**src/hw/rtl/hds_pkg.sv**
```systemverilog
`timescale 1ns / 1ps
// ----------------------------------------------------------------------------
// hds_pkg: shared types and constants for the heat diffusion stencil step
// fixed field widths, register indexes, arithmetic widths and queue sizing
// ----------------------------------------------------------------------------
package hds_pkg;

  // field widths
  localparam int TEMP_W       = 16;
  localparam int GAIN_W       = 15;
  localparam int CFG_WIDTH_W  = 11;
  localparam int CFG_HEIGHT_W = 13;
  localparam int CFG_DATA_W   = 15;
  localparam int CFG_ADDR_W   = 2;

  // register indexes
  localparam logic [CFG_ADDR_W-1:0] REG_GRID_WIDTH  = 2'd0;
  localparam logic [CFG_ADDR_W-1:0] REG_GRID_HEIGHT = 2'd1;
  localparam logic [CFG_ADDR_W-1:0] REG_DIFF_GAIN   = 2'd2;

  // register reset values
  localparam logic [CFG_WIDTH_W-1:0]  GRID_WIDTH_RST  = 11'd64;
  localparam logic [CFG_HEIGHT_W-1:0] GRID_HEIGHT_RST = 13'd64;
  localparam logic [GAIN_W-1:0]       DIFF_GAIN_RST   = 15'd4096;

  // smallest usable grid dimension
  localparam int MIN_DIM = 3;

  // arithmetic widths
  localparam int LAP_W      = TEMP_W + 3;          // signed laplacian
  localparam int PROD_W     = LAP_W + GAIN_W + 1;  // gain * laplacian
  localparam int FRAC_SHIFT = 16;                  // q8.24 -> q8.8
  localparam int DELTA_W    = LAP_W;
  localparam int VAL_W      = TEMP_W + 4;
  localparam logic [PROD_W-1:0] ROUND_HALF = PROD_W'(32768);

  // queue between front and back
  localparam int Q_DEPTH = 4;
  localparam int Q_PTR_W = 2;
  localparam int Q_CNT_W = 3;

endpackage

```
**src/hw/rtl/hds_queue.sv**
```systemverilog
`timescale 1ns / 1ps
// ----------------------------------------------------------------------------
// hds_queue: short work queue between front and back
// small register fifo, head word visible combinationally
// ----------------------------------------------------------------------------
module hds_queue
  import hds_pkg::*;
#(
  parameter int DATA_W = 64
) (
  input  logic              clk,
  input  logic              rst_n,
  input  logic              push,
  input  logic [DATA_W-1:0] push_data,
  input  logic              pop,
  output logic [DATA_W-1:0] pop_data,
  output logic              empty,
  output logic [Q_CNT_W-1:0] count
);

  logic [DATA_W-1:0]  slot_r [Q_DEPTH];
  logic [Q_PTR_W-1:0] wr_ptr_r, wr_ptr_nxt;
  logic [Q_PTR_W-1:0] rd_ptr_r, rd_ptr_nxt;
  logic [Q_CNT_W-1:0] count_r, count_nxt;

  assign empty    = (count_r == '0);
  assign count    = count_r;
  assign pop_data = slot_r[rd_ptr_r];

  always_comb begin
    wr_ptr_nxt = push ? wr_ptr_r + 1'b1 : wr_ptr_r;
    rd_ptr_nxt = pop ? rd_ptr_r + 1'b1 : rd_ptr_r;
    count_nxt  = count_r;
    if (push && !pop) begin
      count_nxt = count_r + 1'b1;
    end else if (pop && !push) begin
      count_nxt = count_r - 1'b1;
    end
  end

  always_ff @(posedge clk) begin
    if (!rst_n) begin
      wr_ptr_r <= '0;
      rd_ptr_r <= '0;
      count_r  <= '0;
    end else begin
      wr_ptr_r <= wr_ptr_nxt;
      rd_ptr_r <= rd_ptr_nxt;
      count_r  <= count_nxt;
    end
  end

  always_ff @(posedge clk) begin
    if (push) begin
      slot_r[wr_ptr_r] <= push_data;
    end
  end

endmodule

```
**config.mk**
```make
export PLATFORM = sky130hd
export DESIGN_NAME = hds_queue
export DESIGN_NICKNAME = d
export VERILOG_FILES = /design/src/hw/rtl/hds_pkg.sv /design/src/hw/rtl/hds_queue.sv
export SDC_FILE = /design/constraint.sdc
export NUM_CORES = 1
export LEC_CHECK = 0
export BUFFER_PORTS_ARGS = -buffer_cell sky130_fd_sc_hd__buf_2
export CORE_ASPECT_RATIO = 0.5
export CORE_MARGIN = 3
export CORE_UTILIZATION = 23
export CTS_CLUSTER_DIAMETER = 150
export CTS_CLUSTER_SIZE = 16
export DETAILED_ROUTE_END_ITERATION = 10
export SETUP_SLACK_MARGIN = 0.5
export SLEW_MARGIN = 20
export SYNTH_ARGS = -nofsm -noshare
export SYNTH_HDL_FRONTEND = slang
export SYNTH_SLANG_ARGS = --single-unit
```
**constraint.sdc**
```tcl
create_clock -name clk -period 4.3 [get_ports clk]
set_input_delay 0.645 -clock clk [delete_from_list [all_inputs] [get_ports clk]]
set_output_delay 0.645 -clock clk [all_outputs]
set_load 0.01 [all_outputs]
```
# ---- After elaboration in Yosys (flattened, before gate mapping)
# Memory sizes are Yosys's and may differ from the RTL's. A register that Yosys moved wholly into a read port is not among the register bits.
# Cells that the tools add are included.
dict set report op_classes {
  n_reduce_logical 6
  addsub 4
  mux 6
}
# op count
set ops {}
lappend ops {{3-bit 2-to-1 mux} 2}
lappend ops {{2-bit by 1-bit adder with 2-bit output (second input constant)} 2}
lappend ops {{2-bit 2-to-1 mux} 2}
lappend ops {{3-bit by 1-bit adder with 3-bit output (second input constant)} 1}
lappend ops {{3-bit zero test} 1}
lappend ops {{3-bit by 1-bit subtractor with 3-bit output (second input constant)} 1}
lappend ops {{1-bit logical AND} 2}
lappend ops {{1-bit zero test} 2}
lappend ops {{1-bit 2-to-1 mux} 2}
lappend ops {{2-bit nonzero test} 1}
dict set report totals {
  register_bits 7
  n_memories 1
  inputBits 68
  out_inout_bits 68
  ram_bits 256
  elab_cells 20
}
# name depth word_bits rd rd_ports_with_merged_regs wr line_no
set mem_list {}
lappend mem_list {slot_r 4 64 1 1 1 hds_queue.sv:21} ;# logic [DATA_W-1:0] slot_r [Q_DEPTH];

# ---- Logic depth before layout (Yosys ltp)
dict set report logic_depth {
  depth_word 4
  depth_mapped 7
}

# ---- Worst setup path after synthesis
# OpenSTA, ideal clock, no wires.
dict set report synth_timing {
  path_kind {input-to-reg}
  startpoint {input push}
  endpoint {memory slot_r[0][0], enable pin}
  setup_ns 0.429
  arrival_time_ns 2.152
  stages 1
  n_path_buf 0
  path_slack_ns 1.720
  required_ns 3.871
  cell_sequence {and2_1}
}
dict set report synth_via {
  elab_chain_len 2
}
# element line_no
set synth_lines {}
lappend synth_lines {{start, declared} hds_queue.sv:13} ;# input logic push,
lappend synth_lines {{1-bit 2-to-1 mux} hds_queue.sv:54} ;# if (push) begin
lappend synth_lines {{1-bit 2-to-1 mux (not written as such)} hds_queue.sv:55} ;# slot_r[wr_ptr_r] <= push_data;
lappend synth_lines {{end, declared} hds_queue.sv:21}
# No other way between the ends.

==> flow_summary.toml <==
[status]
run_status = "completed"

[worst_setup_path]
critPathTopFamily = "flip-flops"
path_class = "flip-flop to primary output"
r2r_cells = 3
cp_slowest_cell = "dfxtp_4"
max_stage_delay_ns = 0.81
worstPathBufferInverterCount = 2
cp-start-kind = "flip-flop"
cp.required_ns = 3.65
cp_max_fo = 33
cp.arrival_ns = 2.40
worstSetupEndpointType = "primary output"
cp.depth = 3
worstPathCellList = "buf_4 > mux4_1 > buf_2"

[die]
rows = 52
die_area_sq_um = 45000
io_pins = 136
start_util = 0.237
die_w_microns = 297
core_sq_um = 41100
die_h_microns = 152

[finish]
syn_to_final_growth_pct = 19.4
diodes = 0
drive_gt1_frac = 0.437
fin_util = 0.283
fin_nets = 604
multi_input_area_sq_um = 1700
fill_cells = 4058
seqCellArea_sq_um = 7870

[placement]
hpwl_microns = 11900
gp_congestion = 0.673
pre_cts_slack_ns = 1.68
io_buffer_count = 135

[synthesis]
synth-async-reset-ratio = 0
yosys.area_share.simple = 0.00860
synth.avg_cell_area_sq_um = 25.9
ys_ff_latch = 265
synth_cell_types = 21
yosys_warnings = 0
ys_seq_area_frac = 0.807
synth_compound_area_frac = 0.00128
synthAdderAreaFrac = 0.00847
synth_ff_type = "edfxtp_1"
synth_top_family_by_area = "multiplexers"
synthesis.nets = 450
muxShareOfSynthArea = 0.151
synth_edf_count = 256
syn-instance-count = 376
synth_area_sq_um = 9750
synth-xor-area-share = 0.00449

[clock_network]
tritoncts = "yes"
cts-resized-gates = 0
cts_setup_buffers = 0
cts-buffers-inserted = 20
cts.htree.levels = 1
clockBufferDepth = 3
cts_num_sinks = 265
path_clk_slew_ns = 0.07
root_buffer = "clkbuf_16"
cts_hold_buf = 0
clkLatencyLatePin_ns = 0.49

[sta]
finalSetupViolCount = 0
worst_slew_pin_slew_ns = 0.936
drv_slew = 0
clock-skew-final_ns = 0.00932
finalSetupTns_ns = 0
fin_ws_ns = 1.26
fmax_ghz = 0.328
slew-limit-headroom = 0.376
period_needed_ns = 3.04
finalCritPeriodShare = 0.708
rsz0062_at_grt = "no"
hold_violations = 0

[flow_run]
maxCapViolations = 0

[drt]
postRouteAntennaNets = 0
avgRoutedWirePerCell_microns = 16.6
wl_met1_microns = 6690
viasPerCell = 3.79
wirelength_microns = 18400
drc = 0
wl_met3_microns = 395
top_layer_used = "met4"
dr.first_iter.drc_count = 220
num_vias = 4180
first_pass_iters = 4
met2_length_microns = 11000

[global_routing]
antenna_found_initial = 0
grt_pass1_vias = 4599
grt_pass1_wl_microns = 27800
grt_max_degree = 41
overflow = 0
grt_util_all_layers = 0.0791

[power]
p_leak_uw = 0.00379
p_total_uw = 5220
ir_worst_vdd_mv = 0.234
pwr_density_cell_nw_per_um2 = 448

[min_path]
whs_path_depth = 1
min_path_type = "primary input to flip-flop"
## area by class of cell
class / count / share of cell area
timing repair buffer: 146 / 0.0673
inverter: 4 / 0.00129
sequential: 265 / 0.676
tap: 567 / 0.0609
clock buffer: 27 / 0.0471
clock inverter: 1 / 0.000752
multi-input combinational: 93 / 0.146
## cells in the mapped netlist (2+ instances only)
master      n  area, sq um
mux4_2     60         1350
buf_12      6          120
xnor2_1     2         17.5
xor2_1      3         26.3
mux4_1      4          105
dfxtp_1     9          180
edfxtp_1  256         7690
nor2b_1     2         12.5
buf_2       6         30.0
and2_1      9         56.3
inv_1       4         15.0
mux2i_1     2         20.0
ha_1        5         62.6
## flip-flops by register name (all words and copies together) (netlist names), named ones only
register  cells
rd_ptr_r      2
wr_ptr_r      2
count         3
slot_r      256
## routing by layer
metal / vias up / GRT usage
met3: 23 / 0.00968
met2: 39 / 0.162
met4: 0 / 0.0212
met5: - / 0
met1: 2219 / 0.0863
li1: 1899 / -
## worst register-to-register path: stages (launching register included)
cell     delay [ns]
dfxtp_1        0.40
ha_1           0.17
and2_2         0.69
buf_4          0.49
## placed cells by master (no fill, tap or decap), types with 2 or more instances in the layout
cell	count
edfxtp_1	256
buf_2	135
mux4_2	60
clkbuf_16	21
buf_4	9
dfxtp_1	7
clkbuf_1	6
and2_1	5
ha_1	5
inv_1	4
and2_2	4
mux4_1	4
xor2_1	3
xnor2_1	2
mux2i_1	2
nor2b_1	2
buf_12	2
## through the flow
stage	cells	hold WS, ns	instance area, sq um
after floorplan	376	0.521	9750
after global placement	1075	0.488	11100
after detailed placement	1075	0.526	11100
after CTS	1103	0.341	11600
after global routing	1103	0.346	11600
final	1103	0.364	11600
## power breakdown
group          internal, uW  switching [uW]  leakage (uW)
logic                   252             280       0.00109
clock network           887             783      0.000270
registers              2960            53.6       0.00243
## cell families (layout without fill, tap and decap cells)
logic type,Yosys count,in the layout
AO/OA/AOI/OAI,2,2
AND/OR/NAND/NOR,14,14
flip-flops,265,265
multiplexers,66,66
XOR/XNOR,5,5
buffers and inverters,18,178
adder cells (fa/ha/maj),6,6
## worst paths after layout
kind | start | to | slack, ns
max | flip-flop | pop_data[55] | 1.26
max reg2reg | wr_ptr_r[0] | slot_r[3][40] | 2.20
min reg2reg | count[2] | count[2] | 0.53
min | push_data[63] | slot_r[0][63] | 0.36
No activity file was read; power rests on OpenSTA's default activity.
