==> src/hw/rtl/hds_pkg.sv <==
`timescale 1ns / 1ps
// ----------------------------------------------------------------------------
// hds_pkg: shared types and constants for the heat diffusion stencil step
// fixed field widths, register indexes, arithmetic widths and queue sizing
// ----------------------------------------------------------------------------
package hds_pkg;

  // field widths
  localparam int TEMP_W       = 16;
  localparam int GAIN_W       = 15;
  localparam int CFG_WIDTH_W  = 11;
  localparam int CFG_HEIGHT_W = 13;
  localparam int CFG_DATA_W   = 15;
  localparam int CFG_ADDR_W   = 2;

  // register indexes
  localparam logic [CFG_ADDR_W-1:0] REG_GRID_WIDTH  = 2'd0;
  localparam logic [CFG_ADDR_W-1:0] REG_GRID_HEIGHT = 2'd1;
  localparam logic [CFG_ADDR_W-1:0] REG_DIFF_GAIN   = 2'd2;

  // register reset values
  localparam logic [CFG_WIDTH_W-1:0]  GRID_WIDTH_RST  = 11'd64;
  localparam logic [CFG_HEIGHT_W-1:0] GRID_HEIGHT_RST = 13'd64;
  localparam logic [GAIN_W-1:0]       DIFF_GAIN_RST   = 15'd4096;

  // smallest usable grid dimension
  localparam int MIN_DIM = 3;

  // arithmetic widths
  localparam int LAP_W      = TEMP_W + 3;          // signed laplacian
  localparam int PROD_W     = LAP_W + GAIN_W + 1;  // gain * laplacian
  localparam int FRAC_SHIFT = 16;                  // q8.24 -> q8.8
  localparam int DELTA_W    = LAP_W;
  localparam int VAL_W      = TEMP_W + 4;
  localparam logic [PROD_W-1:0] ROUND_HALF = PROD_W'(32768);

  // queue between front and back
  localparam int Q_DEPTH = 4;
  localparam int Q_PTR_W = 2;
  localparam int Q_CNT_W = 3;

endpackage

==> src/hw/rtl/hds_back.sv <==
`timescale 1ns / 1ps
// ----------------------------------------------------------------------------
// hds_back: update arithmetic and result register
// gain multiply, round to q8.8, add to centre, saturate
// ----------------------------------------------------------------------------
module hds_back
  import hds_pkg::*;
#(
  parameter int MAX_WIDTH  = 1024,
  parameter int MAX_HEIGHT = 4096
) (
  input  logic clk,
  input  logic rst_n,
  input  logic [GAIN_W-1:0] gain,
  // work queue
  input  logic              q_empty,
  input  logic [LAP_W+TEMP_W+$clog2(MAX_WIDTH)+$clog2(MAX_HEIGHT):0] q_data,
  output logic              q_pop,
  // results
  output logic                          res_valid,
  input  logic                          res_ready,
  output logic [TEMP_W-1:0]             res_temp,
  output logic [$clog2(MAX_WIDTH)-1:0]  res_col,
  output logic [$clog2(MAX_HEIGHT)-1:0] res_row,
  output logic                          res_last
);

  localparam int COL_W  = $clog2(MAX_WIDTH);
  localparam int ROW_W  = $clog2(MAX_HEIGHT);
  localparam int CEN_LO = LAP_W;
  localparam int COL_LO = CEN_LO + TEMP_W;
  localparam int ROW_LO = COL_LO + COL_W;
  localparam int LST_B  = ROW_LO + ROW_W;

  logic en;

  // multiply stage
  logic                     m_valid_r;
  logic signed [PROD_W-1:0] m_prod_r;
  logic [TEMP_W-1:0]        m_centre_r;
  logic [COL_W-1:0]         m_col_r;
  logic [ROW_W-1:0]         m_row_r;
  logic                     m_last_r;

  // rounding stage
  logic                      d_valid_r;
  logic signed [DELTA_W-1:0] d_delta_r;
  logic [TEMP_W-1:0]         d_centre_r;
  logic [COL_W-1:0]          d_col_r;
  logic [ROW_W-1:0]          d_row_r;
  logic                      d_last_r;

  // result register
  logic              out_valid_r;
  logic [TEMP_W-1:0] out_temp_r;
  logic [COL_W-1:0]  out_col_r;
  logic [ROW_W-1:0]  out_row_r;
  logic              out_last_r;

  logic signed [LAP_W-1:0]  q_lap;
  logic signed [PROD_W-1:0] prod;
  logic signed [PROD_W-1:0] rounded;
  logic signed [PROD_W-1:0] shifted;
  logic signed [VAL_W-1:0]  val;
  logic [TEMP_W-1:0]        sat;

  assign en    = !out_valid_r || res_ready;
  assign q_pop = en && !q_empty;

  always_comb begin
    q_lap   = $signed(q_data[LAP_W-1:0]);
    prod    = $signed({1'b0, gain}) * q_lap;
    rounded = m_prod_r + $signed(ROUND_HALF);
    shifted = rounded >>> FRAC_SHIFT;
    val     = $signed({{(VAL_W-TEMP_W){1'b0}}, d_centre_r})
            + $signed({{(VAL_W-DELTA_W){d_delta_r[DELTA_W-1]}}, d_delta_r});
    if (val[VAL_W-1]) begin
      sat = '0;
    end else if (val[VAL_W-2:TEMP_W] != '0) begin
      sat = '1;
    end else begin
      sat = val[TEMP_W-1:0];
    end
  end

  always_ff @(posedge clk) begin
    if (!rst_n) begin
      m_valid_r   <= 1'b0;
      d_valid_r   <= 1'b0;
      out_valid_r <= 1'b0;
    end else if (en) begin
      m_valid_r   <= q_pop;
      d_valid_r   <= m_valid_r;
      out_valid_r <= d_valid_r;
    end
  end

  always_ff @(posedge clk) begin
    if (en) begin
      m_prod_r   <= prod;
      m_centre_r <= q_data[COL_LO-1:CEN_LO];
      m_col_r    <= q_data[ROW_LO-1:COL_LO];
      m_row_r    <= q_data[LST_B-1:ROW_LO];
      m_last_r   <= q_data[LST_B];

      d_delta_r  <= shifted[DELTA_W-1:0];
      d_centre_r <= m_centre_r;
      d_col_r    <= m_col_r;
      d_row_r    <= m_row_r;
      d_last_r   <= m_last_r;

      out_temp_r <= sat;
      out_col_r  <= d_col_r;
      out_row_r  <= d_row_r;
      out_last_r <= d_last_r;
    end
  end

  assign res_valid = out_valid_r;
  assign res_temp  = out_temp_r;
  assign res_col   = out_col_r;
  assign res_row   = out_row_r;
  assign res_last  = out_last_r;

endmodule

==> config.mk <==
export PLATFORM = sky130hd
export DESIGN_NAME = hds_back
export DESIGN_NICKNAME = d
export VERILOG_FILES = /design/src/hw/rtl/hds_pkg.sv /design/src/hw/rtl/hds_back.sv
export SDC_FILE = /design/constraint.sdc
export NUM_CORES = 1
export LEC_CHECK = 0
export ABC_AREA = 1
export BUFFER_PORTS_ARGS = -buffer_cell sky130_fd_sc_hd__buf_4
export CAP_MARGIN = 20
export CORE_UTILIZATION = 60
export CTS_CLUSTER_DIAMETER = 200
export DETAILED_ROUTE_END_ITERATION = 7
export PLACE_DENSITY = 0.9
export SYNTH_ARGS = -nofsm -noshare
export SYNTH_HDL_FRONTEND = slang
export SYNTH_SLANG_ARGS = --single-unit
==> constraint.sdc <==
create_clock -name clk -period 9.75 [get_ports clk]
set_input_delay 1.95 -clock clk [delete_from_list [all_inputs] [get_ports clk]]
set_output_delay 1.95 -clock clk [all_outputs]
set_load 0.1 [all_outputs]
==> Word level (Yosys, flattened, before mapping) <==
Index checks and enable logic that the tools add are counted.
{ "totals": {"reg_bits": 174, "in_bits": 77, "output_inout_bits": 41, "elab_cells": 26} }
{ "classes": {"n_addsub": 2, "mul": 1, "n_mux": 1, "n_reduce_logical": 5} }
{ "op_table": {"columns": ["op", "count"], "rows": [
  ["35-bit by 17-bit adder with 35-bit output (second input constant)", 1],
  ["16-bit by 19-bit multiplier with 35-bit output", 1],
  ["17-bit by 19-bit adder with 20-bit output", 1],
  ["16-bit 2-to-1 mux", 1],
  ["3-bit nonzero test", 1],
  ["1-bit zero test", 2],
  ["1-bit logical AND", 1],
  ["1-bit logical OR", 1]
]} }

==> Longest topological paths before layout <==
{ "depth": {"depth_word": 3, "depth_mapped": 27, "mapped_depth_nobuf": 25} }

==> Worst setup path before layout <==
No wires, ideal clock.
{ "synth_timing": {"path_kind": "input to register", "start": "in gain[2]", "end": "reg m_prod_r[34], data pin", "setup_ns": 0.252, "t_arrival_ns": 7.173, "path_slack_ns": 2.324, "stages": 21, "n_path_buf": 2, "path_cell_list": "clkbuf_1 -> buf_1 -> nand2_1 -> fa_1 -> inv_1 -> fa_1 -> fa_1 -> fa_1 -> fa_1 -> inv_1 -> fa_1 -> inv_1 -> ha_1 -> a21oi_1 -> inv_1 -> a31oi_1 -> o21ai_0 -> a31oi_1 -> nand2_1 -> nand2_1 -> nand2_1"} }
{ "synth_via": {"elab_chain_cells": 1} }
{ "synth_lines": {"columns": ["element", "line_no", "text"], "rows": [
  ["from (decl)", "hds_back.sv:14", "input logic [GAIN_W-1:0] gain,"],
  ["16-bit by 19-bit multiplier with 35-bit output", "hds_back.sv:72", "prod = $signed({1'b0, gain}) * q_lap;"],
  ["via prod[34]", "hds_back.sv:61", "logic signed [PROD_W-1:0] prod;"],
  ["to (signal assigned)", "hds_back.sv:100", "m_prod_r <= prod;"],
  ["to (decl)", "hds_back.sv:39", "logic signed [PROD_W-1:0] m_prod_r;"]
]} }
The timed path passes the listed nets, and every way through them passes these cells.
A chain may end at the register's enable or synchronous reset.

==> Worst setup path after layout <==
{ "layout_timing": {"start": "in gain[1]", "end": "reg m_prod_r[31], data pin"} }
The elaborated chain is that of the path after synthesis.

==> summary.md <==
| Metric | Value |
|---|---|
| Status | finished clean |
| Die Area | 30,000 µm² |
| R2R Setup Slk | 7.03 ns |
| Register area share after synthesis | 27.0% |
| IO Count | 118 |
| Inserted Diodes | 0 |
| Initial antenna violation count | 0 |
| Core Area | 28,800 µm² |
| Worst Hold Path Cells | 0 |
| Post-Syn Nets | roughly 2,400 |
| Crit end category | flip-flop |
| Hold_buf cts | 0 |
| Post-layout nets | 2,493 |
| Setup Skew | 0.0134 ns |
| Post-route ant nets | 0 |
| Max-slew violations | 0 |
| WL/cell | 15.9 µm |
| Clk_lat worst skew | 0.44 ns |
| Reg area | about 4700 µm² |
| Fin crit share | 74.7% |
| Area grow syn2layout | 10.3% |
| Die Y-Extent | 173 µm |
| Filler Cell Count | about 2,100 |
| Synth Instances | 1,943 |
| YS warnings | 0 |
| Placed instance area | around 19,000 µm² |
| Unrepaired setup endpoints after global routing | false |
| Slew Limit Headroom | 45.4% |
| R2r worst-path depth | 15 |
| Hold crit path type | reg2reg |
| Layout cells sized above 1 | under 10% |
| Starting Density | 61.1% |
| Pin count of the biggest net entering global routing | roughly 100 |
| Clock Pin Slew Worst Setup and Hold Paths | 0.07 ns |
| Drt total wl | 38,600 µm |
| CTS Buf Count | 17 |
| Area of the multi-input gates | 10,600 µm² |
| CP Data Arrival Time | 7.47 ns |
| Max FO, Critical Path | 18 |
| Fin Setup TNS | 0 ns |
| Syn Area/Cell | 9.04 µm² |
| DR pass1 iterations | 6 |
| Most common cell after layout, fill and taps aside | inv_1 |
| Post-CTS Setup Inserts | 0 |
| CTS Buffer Depth | 2 |
| Initial DRC Count | 877 |
| Netlist cell types | 35 |
| Root Buffer | clkbuf_16 |
| Kind of critical path | in2reg |
| Worst Hold Path EP | d_row_r[11] |
| Fin crit period | 7.29 ns |
| Hold Fails Final Rpt | 0 |
| Via/cell ratio | 5.30 |
| Aggregate global routing overflow | 0 |
| Via count | around 13,000 |
| Max-Cap Viols | 0 |
| Global-route wire length before repair | about 66,000 µm |
| Clk sinks | ~160 |
| RR Endpoint | res_temp[12] |
| Worst setup SP type | primary input |
| H-tree levels | 4 |
| Fin Hold WS | 0.421 ns |
| CP Data Required Time | 9.93 ns |
| Max Fclk | 137 MHz |
| Total Routing Usage GR | 27.6% |
| Port-buffer cells | 117 |
| Post-route design area | 19,400 µm² |
| Placement Setup Slack | 2.10 ns |
| Hpwl dp | 31,100 µm |
| Placer Congestion | between 0.8 and 0.9 |
| Critical R2R Launch | d_delta_r[0] |
| Final number of setup-violating endpoints | 0 |
| DIE WIDTH | approximately 170 µm |
| Slew @ Worst Pin | 0.820 ns |
| Most frequent cells in the layout | inv_1, nand2_1, fa_1 |
| TritonCTS clock tree | built |
| CTS-repair resized insts | 0 |
| Vias in the first global route | 14,000 |
| Worst Hold Launch | m_row_r[11] |
| DRC | 0 |
| FP Rows | 62 |
| Final WS setup | 2.46 ns |
| #FFs+latches synth | 159 |
| Mapped Area | 17,600 µm² |
-- per-stage QoR --
stage | utilization [%] | std cells
detailed placement | 65.1 | 2394
finish | 67.3 | 2426
global placement | 65.1 | 2394
global route | 67.3 | 2426
CTS | 67.3 | 2426
floorplan | - | 1943
-- cell usage after synthesis, drive strengths merged --
library cell | count | area [µm²]
ha | 102 | 1280
and3 | 2 | 12.5
a21o | 7 | 52.6
nor4 | 4 | 25.0
and2 | 1 | 6.26
clkbuf | 44 | 165
nand4 | 9 | 56.3
buf | 7 | 36.3
dfxtp | 3 | 60.1
edfxtp | 156 | 4680
o21bai | 8 | 60.1
xnor2 | 18 | 158
nor3 | 9 | 60.1
xor2 | 29 | 254
o21a | 1 | 7.51
a211oi | 2 | 15.0
o21ai | 23 | 115
o211ai | 1 | 7.51
inv | 541 | 2030
a21boi | 3 | 22.5
a31oi | 5 | 31.3
fa | 285 | 5710
a21oi | 48 | 244
nand3 | 42 | 233
nor2 | 108 | 430
nand2 | 485 | 1830
-- state kept, by name, summed over array words and instances (netlist names), 10 cells and up --
register / flops
m_col_r: 10
m_centre_r: 16
d_delta_r: 19
m_row_r: 12
d_row_r: 12
res_row: 12
res_col: 10
d_centre_r: 16
res_temp: 16
m_prod_r: 20
d_col_r: 10
-- logic make-up (layout without fill, tap and decap cells) --
kind of cell	count (synthesis)	in the layout	synth area share (%)
and+or+nand+nor	660	660	15.1
buffers and inverters	592	691	12.7
adders and majority gates	387	387	39.7
DFF	159	159	27.0
AOI/OAI and AO/OA	98	98	3.16
xor gates and xnor gates	47	47	2.34
-- worst max-delay path by stage --
| stage | from | to | slack [ns] | cells after the start |
|---|---|---|---|---|
| after CTS | gain[1] | m_prod_r[31] | 2.54 | 20 |
| after detailed placement | gain[1] | m_prod_r[31] | 2.10 | 20 |
| after global routing | gain[1] | m_prod_r[31] | 2.20 | 20 |
| final | gain[1] | m_prod_r[31] | 2.46 | 20 |
| after floorplan | gain[2] | m_prod_r[34] | 2.32 | 21 |
| after global placement | gain[1] | m_prod_r[34] | 2.26 | 20 |
-- critical path: stages --
cell     delay [ns]
buf_4          0.22
nand2_1        0.18
fa_1           0.65
inv_1          0.16
fa_1           0.79
fa_1           0.53
fa_1           0.52
fa_1           0.50
inv_1          0.05
fa_1           0.48
inv_1          0.04
ha_1           0.35
a21oi_1        0.25
o21ai_0        0.20
a21oi_1        0.14
o21ai_0        0.09
nor2_1         0.17
nand2_1        0.07
nand2_1        0.06
nand2_1        0.05
-- cell type report --
class | instances | share of cell area (%)
multi-input cells | 1192 | 54.7
flip-flops and latches | 159 | 24.5
clock buffers | 17 | 2.20
repair buffers | 118 | 4.57
clock inverters | 15 | 1.08
inverters | 541 | 10.5
well taps | 384 | 2.48
-- metal layers --
layer / wire length (µm) / up-vias / global-route usage [%]
met5: 0 / - / 0
met2: 20400 / 514 / 50.3
met4: 1330 / 0 / 11.9
met3: 2190 / 124 / 3.21
met1: 14600 / 6331 / 32.9
li1: - / 5882 / -
Power is left out: the tool's default activity adds up to more than one toggle a clock period on the data nets, which glitch-free logic cannot reach.
